==> src/design/ntd_pkg.sv <==
// Package with the phase, role and status codes of the tag TLV deframer.
`timescale 1ns / 1ps

package ntd_pkg;

  typedef enum logic [2:0] {
    PH_TYPE     = 3'd0,
    PH_LEN      = 3'd1,
    PH_CTRL_LEN = 3'd2,
    PH_LEN_HI   = 3'd3,
    PH_LEN_LO   = 3'd4,
    PH_VALUE    = 3'd5
  } phase_e;

  typedef enum logic [2:0] {
    ROLE_TYPE  = 3'd0,
    ROLE_SHORT = 3'd1,
    ROLE_HI    = 3'd2,
    ROLE_LO    = 3'd3,
    ROLE_VALUE = 3'd4,
    ROLE_MARK  = 3'd5
  } role_e;

  typedef enum logic [1:0] {
    ST_OK       = 2'd0,
    ST_UNKNOWN  = 2'd1,
    ST_BAD_CTRL = 2'd2
  } status_e;

  localparam logic [7:0] TLV_PAD    = 8'h00;
  localparam logic [7:0] TLV_LOCK   = 8'h01;
  localparam logic [7:0] TLV_MEMORY = 8'h02;
  localparam logic [7:0] TLV_NDEF   = 8'h03;
  localparam logic [7:0] TLV_PROP   = 8'hFD;
  localparam logic [7:0] TLV_TERM   = 8'hFE;
  localparam logic [7:0] LEN_MARKER = 8'hFF;
  localparam logic [7:0] CTRL_LEN   = 8'd3;

endpackage

==> src/design/nfc_tag_tlv_deframer_core.sv <==
// Top level of the tag TLV deframer: splits tag memory words into TLV blocks.
`timescale 1ns / 1ps

// The deframer takes one byte of tag memory per input word and returns exactly one result
// word for it, naming the role of the byte within its type-length-value block (type,
// short length, long-length marker, length high, length low or value), the block's type
// code, the value length once it is known, and flags for the end of the header and the
// end of the block. NULL and Terminator are one-byte blocks; Lock and Memory Control must
// carry a length of 3, or the byte is flagged and the block abandoned; NDEF and
// Proprietary take a short length or the 0xFF marker and a big-endian 16-bit length.
// Unknown type bytes are flagged and skipped singly. Asserting restart_i with a word makes
// it a fresh type byte whatever block was in progress. The decode of one byte against the
// parse phase is a single level of logic into the result register, so one word is accepted
// per cycle unless the output stalls, and its result appears the cycle after.
// The input is stalled only while a result is held and out_ready_i is low.
module nfc_tag_tlv_deframer_core
  import ntd_pkg::*;
(
  input  logic        clk_i,
  input  logic        rst_ni,
  input  logic        in_valid_i,
  output logic        in_ready_o,
  input  logic [7:0]  data_byte_i,
  input  logic        restart_i,
  output logic        out_valid_o,
  input  logic        out_ready_i,
  output logic [2:0]  byte_role_o,
  output logic [7:0]  block_type_o,
  output logic [15:0] block_length_o,
  output logic        header_done_o,
  output logic        block_last_o,
  output logic [1:0]  status_o
);

  // Parse state.
  phase_e      phase_q, phase_d;
  logic [7:0]  held_type_q, held_type_d;
  logic [15:0] held_length_q, held_length_d;
  logic [15:0] bytes_left_q, bytes_left_d;

  // Result register.
  logic        out_valid_q;
  role_e       role_q, role_d;
  logic [7:0]  type_q, type_d;
  logic [15:0] length_q, length_d;
  logic        hdr_q, hdr_d;
  logic        last_q, last_d;
  status_e     status_q, status_d;

  logic        accept;
  phase_e      cur_phase;
  logic [15:0] len_lo;
  logic [15:0] left_dec;

  // A new word may enter whenever the result register is empty or being emptied.
  assign in_ready_o = !out_valid_q || out_ready_i;
  assign accept     = in_valid_i && in_ready_o;

  assign cur_phase = restart_i ? PH_TYPE : phase_q;
  assign len_lo    = {held_length_q[15:8], data_byte_i};
  assign left_dec  = bytes_left_q - 16'd1;

  always_comb begin
    phase_d       = phase_q;
    held_type_d   = held_type_q;
    held_length_d = held_length_q;
    bytes_left_d  = bytes_left_q;
    role_d        = ROLE_TYPE;
    type_d        = held_type_q;
    length_d      = '0;
    hdr_d         = 1'b0;
    last_d        = 1'b0;
    status_d      = ST_OK;
    case (cur_phase)
      PH_LEN: begin
        if (data_byte_i == LEN_MARKER) begin
          role_d  = ROLE_MARK;
          phase_d = PH_LEN_HI;
        end else begin
          role_d        = ROLE_SHORT;
          hdr_d         = 1'b1;
          length_d      = {8'd0, data_byte_i};
          held_length_d = {8'd0, data_byte_i};
          if (data_byte_i == 8'd0) begin
            last_d  = 1'b1;
            phase_d = PH_TYPE;
          end else begin
            bytes_left_d = {8'd0, data_byte_i};
            phase_d      = PH_VALUE;
          end
        end
      end
      PH_CTRL_LEN: begin
        role_d = ROLE_SHORT;
        if (data_byte_i == CTRL_LEN) begin
          hdr_d         = 1'b1;
          length_d      = {8'd0, CTRL_LEN};
          held_length_d = {8'd0, CTRL_LEN};
          bytes_left_d  = {8'd0, CTRL_LEN};
          phase_d       = PH_VALUE;
        end else begin
          status_d      = ST_BAD_CTRL;
          last_d        = 1'b1;
          held_length_d = '0;
          phase_d       = PH_TYPE;
        end
      end
      PH_LEN_HI: begin
        role_d        = ROLE_HI;
        held_length_d = {data_byte_i, 8'd0};
        phase_d       = PH_LEN_LO;
      end
      PH_LEN_LO: begin
        role_d        = ROLE_LO;
        hdr_d         = 1'b1;
        length_d      = len_lo;
        held_length_d = len_lo;
        if (len_lo == 16'd0) begin
          last_d  = 1'b1;
          phase_d = PH_TYPE;
        end else begin
          bytes_left_d = len_lo;
          phase_d      = PH_VALUE;
        end
      end
      PH_VALUE: begin
        role_d       = ROLE_VALUE;
        length_d     = held_length_q;
        bytes_left_d = left_dec;
        if (left_dec == 16'd0) begin
          last_d  = 1'b1;
          phase_d = PH_TYPE;
        end
      end
      default: begin
        // Type byte: the block starts afresh.
        role_d        = ROLE_TYPE;
        type_d        = data_byte_i;
        held_type_d   = data_byte_i;
        held_length_d = '0;
        bytes_left_d  = '0;
        if (data_byte_i == TLV_PAD || data_byte_i == TLV_TERM) begin
          hdr_d   = 1'b1;
          last_d  = 1'b1;
          phase_d = PH_TYPE;
        end else if (data_byte_i == TLV_LOCK || data_byte_i == TLV_MEMORY) begin
          phase_d = PH_CTRL_LEN;
        end else if (data_byte_i == TLV_NDEF || data_byte_i == TLV_PROP) begin
          phase_d = PH_LEN;
        end else begin
          status_d = ST_UNKNOWN;
          last_d   = 1'b1;
          phase_d  = PH_TYPE;
        end
      end
    endcase
  end

  always_ff @(posedge clk_i or negedge rst_ni) begin
    if (!rst_ni) begin
      phase_q       <= PH_TYPE;
      held_type_q   <= '0;
      held_length_q <= '0;
      bytes_left_q  <= '0;
      out_valid_q   <= 1'b0;
    end else begin
      if (accept) begin
        phase_q       <= phase_d;
        held_type_q   <= held_type_d;
        held_length_q <= held_length_d;
        bytes_left_q  <= bytes_left_d;
        out_valid_q   <= 1'b1;
      end else if (out_ready_i) begin
        out_valid_q <= 1'b0;
      end
    end
  end

  always_ff @(posedge clk_i) begin
    if (accept) begin
      role_q   <= role_d;
      type_q   <= type_d;
      length_q <= length_d;
      hdr_q    <= hdr_d;
      last_q   <= last_d;
      status_q <= status_d;
    end
  end

  assign out_valid_o    = out_valid_q;
  assign byte_role_o    = role_q;
  assign block_type_o   = type_q;
  assign block_length_o = length_q;
  assign header_done_o  = hdr_q;
  assign block_last_o   = last_q;
  assign status_o       = status_q;

  // An accepted word always leaves a result behind it.
  a_accept_gives_result: assert property (@(posedge clk_i) disable iff (!rst_ni)
    accept |=> out_valid_q)
    else $error("accepted word produced no result");

  // While counting value bytes the remaining count is never zero.
  a_value_count_live: assert property (@(posedge clk_i) disable iff (!rst_ni)
    phase_q == PH_VALUE |-> bytes_left_q != 16'd0)
    else $error("value phase with no bytes left");

  // An error result ends the block and never completes a header.
  a_error_ends_block: assert property (@(posedge clk_i) disable iff (!rst_ni)
    (out_valid_q && status_q != ST_OK) |-> (last_q && !hdr_q && length_q == 16'd0))
    else $error("error result with wrong flags");

  // The long-length marker is followed by the length-high phase.
  a_marker_then_hi: assert property (@(posedge clk_i) disable iff (!rst_ni)
    (accept && role_d == ROLE_MARK) |=> phase_q == PH_LEN_HI)
    else $error("marker did not lead to length high");

  // A header ends only on type, short-length or length-low bytes.
  a_header_roles: assert property (@(posedge clk_i) disable iff (!rst_ni)
    (out_valid_q && hdr_q) |->
      (role_q == ROLE_TYPE || role_q == ROLE_SHORT || role_q == ROLE_LO))
    else $error("header completed on a wrong byte role");

endmodule

==> config.mk <==
export PLATFORM = sky130hd
export DESIGN_NAME = nfc_tag_tlv_deframer_core
export DESIGN_NICKNAME = d
export VERILOG_FILES = /design/src/design/ntd_pkg.sv /design/src/design/nfc_tag_tlv_deframer_core.sv
export SDC_FILE = /design/constraint.sdc
export NUM_CORES = 1
export LEC_CHECK = 0
export BUFFER_PORTS_ARGS = -buffer_cell sky130_fd_sc_hd__buf_2
export CORE_UTILIZATION = 50
export DETAILED_ROUTE_END_ITERATION = 16
export HOLD_SLACK_MARGIN = 0.12
export PLACE_DENSITY = 0.81
export SYNTH_ARGS = -nofsm -noshare
export SYNTH_HDL_FRONTEND = slang
export SYNTH_SLANG_ARGS = --single-unit
==> constraint.sdc <==
create_clock -name clk_i -period 3.5 [get_ports clk_i]
set_clock_uncertainty 0.15 [all_clocks]
set_input_delay 0.175 -clock clk_i [delete_from_list [all_inputs] [get_ports clk_i]]
set_output_delay 0.175 -clock clk_i [all_outputs]
set_load 0.1 [all_outputs]
# Word level (Yosys, flattened, before mapping)
# Cells that the tools add are included.
[classes]
add_sub_neg = 1
mul = 0
n_div = 0
magnitude_cmp = 0
n_eq_ne = 16
n_shift = 0
muxes = 43
n_bitwise = 3
reduce_logical = 17
[op_table]
columns = ["cell", "n"]
rows = [
  ["$pmux 16 s5", 2],
  ["$mux 16", 5],
  ["$pmux 16 s4", 1],
  ["$logic_not 16->1", 2],
  ["$pmux 3 s5", 2],
  ["$eq 8x8->1 const B", 3],
  ["$mux 3", 7],
  ["$mux 1", 17],
  ["$eq 8x2->1 const B", 2],
  ["$mux 8", 2],
  ["$sub 16x1->16 const B", 1],
  ["$ne 2x2->1 const B", 5],
  ["$eq 8x1->1 const B", 1],
  ["$logic_not 8->1", 1],
  ["$mux 2", 4],
  ["$eq 3x2->1 const B", 2],
  ["$eq 3x3->1 const B", 2],
  ["$reduce_and 6->1", 1],
  ["$pmux 1 s5", 1],
  ["$reduce_or 5->1", 1],
  ["$logic_or 1x1->1", 4],
  ["$pmux 1 s4", 1],
  ["$pmux 2 s2", 1],
  ["$reduce_and 4->1", 1],
  ["9 further kinds", 11],
]
[totals]
reg_bits = 75
latchBits = 0
ramBits = 0
rom_bits = 0
input_bits = 13
output_inout_bits = 33
wordCells = 92
memories = 0

# Depth between registers and ports, before layout
[depth]
ltp_word = 6
mapped_depth = 9
ltp_nobuf = 8

# Worst setup path before layout
# Ideal clock, no wire load.
[synth_timing]
kind = "register -> register"
from = "register out_valid_q, in the netlist out_valid_o"
to = "register held_type_q[5]"
setup_time_ns = 0.126
t_arrival_ns = 3.671
t_required_ns = 3.224
slack_ns = -0.447
path_stages_with_launch = 6
path_buffers = 2
period_less_slack_ns = 3.947
path_cell_list = "dfrtp_1 -> nand2b_1 -> and2_1 -> clkbuf_1 -> clkbuf_1 -> mux2_2"
[synth_via]
elab_chain_cells = 3
[synth_lines]
columns = ["item", "line_no", "source"]
rows = [
  ["start, declared", "nfc_tag_tlv_deframer_core.sv:42", "logic out_valid_q;"],
  ["start signal, assigned", "nfc_tag_tlv_deframer_core.sv:165", "out_valid_q <= 1'b0;"],
  ["start signal, assigned", "nfc_tag_tlv_deframer_core.sv:172", "out_valid_q <= 1'b1;"],
  ["start signal, assigned", "nfc_tag_tlv_deframer_core.sv:174", "out_valid_q <= 1'b0;"],
  ["$logic_not 1->1", "nfc_tag_tlv_deframer_core.sv:56", "assign in_ready_o = !out_valid_q || out_ready_i;"],
  ["$logic_or 1x1->1", "nfc_tag_tlv_deframer_core.sv:56", ""],
  ["via in_ready_o", "nfc_tag_tlv_deframer_core.sv:22", "output logic in_ready_o,"],
  ["$logic_and 1x1->1", "nfc_tag_tlv_deframer_core.sv:57", "assign accept = in_valid_i && in_ready_o;"],
  ["via accept", "nfc_tag_tlv_deframer_core.sv:50", "logic accept;"],
  ["end signal, assigned", "nfc_tag_tlv_deframer_core.sv:169", "held_type_q <= held_type_d;"],
  ["end, declared", "nfc_tag_tlv_deframer_core.sv:37", "logic [7:0] held_type_q, held_type_d;"],
]
# The timed path passes the listed nets, and every way through them passes these cells.
# A chain may end at the register's enable or synchronous reset.

# Final worst setup path
[layout_timing]
from = "register bytes_left_q[0]"
to = "register last_q, in the netlist block_last_o (data pin)"
[layout_via]
elab_chain_cells = 4
[layout_lines]
columns = ["item", "line_no", "source"]
rows = [
  ["start, declared", "nfc_tag_tlv_deframer_core.sv:39", "logic [15:0] bytes_left_q, bytes_left_d;"],
  ["start signal, assigned", "nfc_tag_tlv_deframer_core.sv:171", "bytes_left_q <= bytes_left_d;"],
  ["$sub 16x1->16", "nfc_tag_tlv_deframer_core.sv:61", "assign left_dec = bytes_left_q - 16'd1;"],
  ["$logic_not 16->1", "nfc_tag_tlv_deframer_core.sv:130", "if (left_dec == 16'd0) begin"],
  ["$mux 1", "nfc_tag_tlv_deframer_core.sv:130", ""],
  ["$pmux 1 s5", "nfc_tag_tlv_deframer_core.sv:74", "case (cur_phase)"],
  ["via last_d", "nfc_tag_tlv_deframer_core.sv:47", "logic last_q, last_d;"],
  ["end signal, assigned", "nfc_tag_tlv_deframer_core.sv:185", "last_q <= last_d;"],
  ["end, declared", "nfc_tag_tlv_deframer_core.sv:47", ""],
]
# The timed path passes the listed nets, and every way through them passes these cells.

==> summary.txt <==
Top-area cell type share of the netlist area: 28.3%
Input/output buffers: 45
Worst-case clock buffer depth: 2
Setup WS pre-CTS: 0.761 ns
Dominant synthesized flop cell: dfrtp_1
CTS root buffer: clkbuf_8
Number of synthesized flops with an enable pin: 31
Detail Route Antenna Nets: 0
Sink Count: 75
WP data arrival: 2.82 ns
Cell taking the most area after synthesis: dfrtp_1
IO Pins: 46
Synth Area in Adders: 0.644%
Final wirelength: 9490 um
Mapped Nets: 403
Number of H-tree levels: 3
Num rows: 31
Die ar.: 8130 um^2
Initial DRT Pass Iterations: 5
Iter 0 DRT Violations: 330
Core Region: 7370 um^2
Fin crit share: 78.8%
Combinational family with the most area after synthesis: simple AND/OR/NAND/NOR gates
Global-route wire length before repair: 15,600 um
Fmax: 0.362 GHz
Clk_lat worst skew: 0.36 ns
Vias: 3,257
Syn Area/Cell: 10.0 um^2
Post-Synthesis Cell Area: 3880 um^2
Global route overflow: 0
Startpoint class of the critical path: register
Worst Setup End Kind: register
Die Wd: 90.1 um
DP HPWL: 6390 um
Reg area: 2030 um^2
# fillers: 617
WL per Instance: 17.4 um
Initial antenna violation count: 0
P_leak: 0.00193 uW
Post-synth top cells: nand2_1, dfrtp_1, edfxtp_1, o21ai_0, nor2_1
Pwr dens: 625 nW/um^2
MaxCap Viol Count: 0
Final Hold Viols: 0
Layout cell share with drive strength beyond 1: 22.9%
Nets@finish: 456
PnR worst setup slack: 0.741 ns
Worst endpoint required time: 3.56 ns
Register area share after synthesis: 52.3%
GRT Util Overall: 24.4%
Status: finished, final reports clean
Post-synthesis mux area share: 4.32%
Netlist cell types: 60
Area delta synth->final: 17.2%
Postcts setup bufs: 0
Ant. Diodes: 0
Vias/cell: 5.98
Area contributors post-synth: dfrtp_1, edfxtp_1, nand2_1, mux2_2, o21ai_0
Multi-input logic area: 1740 um^2
Crit path time final: 2.76 ns
Num CTS Buffers: 9
Vias in the first global route: 3,067
Synth Area in Simple Gates: 22.2%
Pwr Total: 2850 uW
CP Max Fanout: 9
Clock-pin slew on the worst setup and hold paths: 0.08 ns
Peak supply drop: 0.000391 V
Starting Density: 52.7%
Synth warn: 0
Post-route DRC violation count: 0
Final Wtd Congestion: 0.894
Ys async rst share: 58.7%
Die outline height: 90.1 um
Setup Crit Path Kind: register to register
Synth Area in XOR/XNOR: 0.676%
Top-count cell post-synth: nand2_1
Slew HR: 32.1%
Pin count of the biggest net entering global routing: 45
Final setup fails: 0
Register bit total from synthesis: 75
Total negative slack: 0 ns
CTS tree: done
Tightest Pin Transition: 1.02 ns
Compound-Gate Fraction of Synth Area: 16.7%
Unrepaired setup endpoints after global routing: false
Max Slew Vio Count: 0
Hold/Removal Path Class: register to register
Post-Synthesis Cells: 388
## flip-flops by register name (all words and copies together) (netlist names), 2 cells and up
name            flops
phase_q             3
held_length_q      16
status_o            2
byte_role_o         3
bytes_left_q       16
held_type_q         8
block_type_o        8
block_length_o     16
## power by group
group	switching, uW	leakage, uW	internal, uW
Clock	345	0.000113	427
Combinational	625	0.000936	306
Sequential	103	0.000880	1040
Total	1070	0.00193	1770
## worst max-delay path, cell delays in order, from the launching register on
cell and delay [ns]:
dfrtp_1 0.47, inv_1 0.11, ha_1 0.33, or4b_2 0.69, xnor2_1 0.16, o31ai_1 0.19, o2111ai_1 0.20, o21a_1 0.22
a21oi_1 0.11
## layout make-up
type,instances,share of cell area [%]
flip-flops and latches,75,44.6
multi-input cells,284,38.2
repair buffers,65,8.90
clock buffers,10,3.02
well taps,99,2.72
clock inverters,6,2.06
inverters,6,0.495
## stage by stage
step / cells / area, um^2 / util (%) / hold WS [ns]
after floorplan: 388 / 3890 / - / -0.271
after global placement: 517 / 4200 / 57.0 / 0.229
after detailed placement: 517 / 4200 / 57.0 / 0.234
after CTS: 545 / 4550 / 61.8 / 0.345
after global routing: 545 / 4550 / 61.8 / 0.369
final: 545 / 4550 / 61.8 / 0.341
## path summary, 6_finish.rpt
kind,startpoint,to,slack [ns],cells past startpoint
min in group asynchronous,rst_ni,bytes_left_q[15],0.38,2
max reg2reg,bytes_left_q[0],block_last_o,0.74,8
max,bytes_left_q[0],block_last_o,0.74,8
max in group asynchronous,rst_ni,held_type_q[4],2.19,2
min,held_length_q[7],held_length_q[7],0.34,2
min reg2reg,held_length_q[7],held_length_q[7],0.34,2
## cell families after synthesis
group / count (synthesis)
AO/OA/AOI/OAI: 98
XOR/XNOR: 3
adder cells (fa/ha/maj): 2
buffers and inverters: 29
flip-flops: 75
multiplexers: 15
AND/OR/NAND/NOR: 166
## placed cells by master (no fill, tap or decap), types with 3 or more instances in the layout
| cell type | Yosys | routed |
|---|---|---|
| clkbuf_8 | 0 | 10 |
| nor4_1 | 3 | 3 |
| a31oi_1 | 7 | 7 |
| o21ai_0 | 30 | 30 |
| buf_4 | 0 | 8 |
| edfxtp_1 | 31 | 31 |
| dlygate4sd3_1 | 0 | 12 |
| o22ai_1 | 3 | 3 |
| o21a_1 | 5 | 5 |
| nand2b_1 | 4 | 4 |
| nand2_1 | 60 | 60 |
| nor3b_1 | 4 | 4 |
| or3_1 | 6 | 6 |
| or2_2 | 5 | 5 |
| a22o_1 | 9 | 9 |
| a21oi_1 | 16 | 16 |
| o21ai_1 | 3 | 3 |
| buf_2 | 4 | 45 |
| nand3_1 | 12 | 12 |
| o31ai_1 | 6 | 5 |
| nor2_1 | 29 | 29 |
| a32oi_1 | 3 | 3 |
| nor4b_1 | 3 | 3 |
| and2_1 | 9 | 8 |
| inv_1 | 6 | 6 |
| nor3_1 | 12 | 12 |
| mux2_2 | 14 | 14 |
| dfrtp_1 | 44 | 44 |
## layer usage
| metal | part of all wire, % | vias up | wire, um | track usage, % |
|---|---|---|---|---|
| li1 | - | 1532 | - | - |
| met1 | 45 | 1578 | 4260 | 33.8 |
| met2 | 48 | 133 | 4550 | 38.7 |
| met3 | 5.9 | 14 | 560 | 4.82 |
| met4 | 1.3 | 0 | 123 | 7.66 |
| met5 | 0 | - | 0 | 0 |
## timing repair
| item | CTS | global route |
|---|---|---|
| resized for setup | 0 | 0 |
| hold buffers | 12 | 0 |
| hold endpoints to repair | 67 | 0 |
Power figures use the tool's default switching activity.
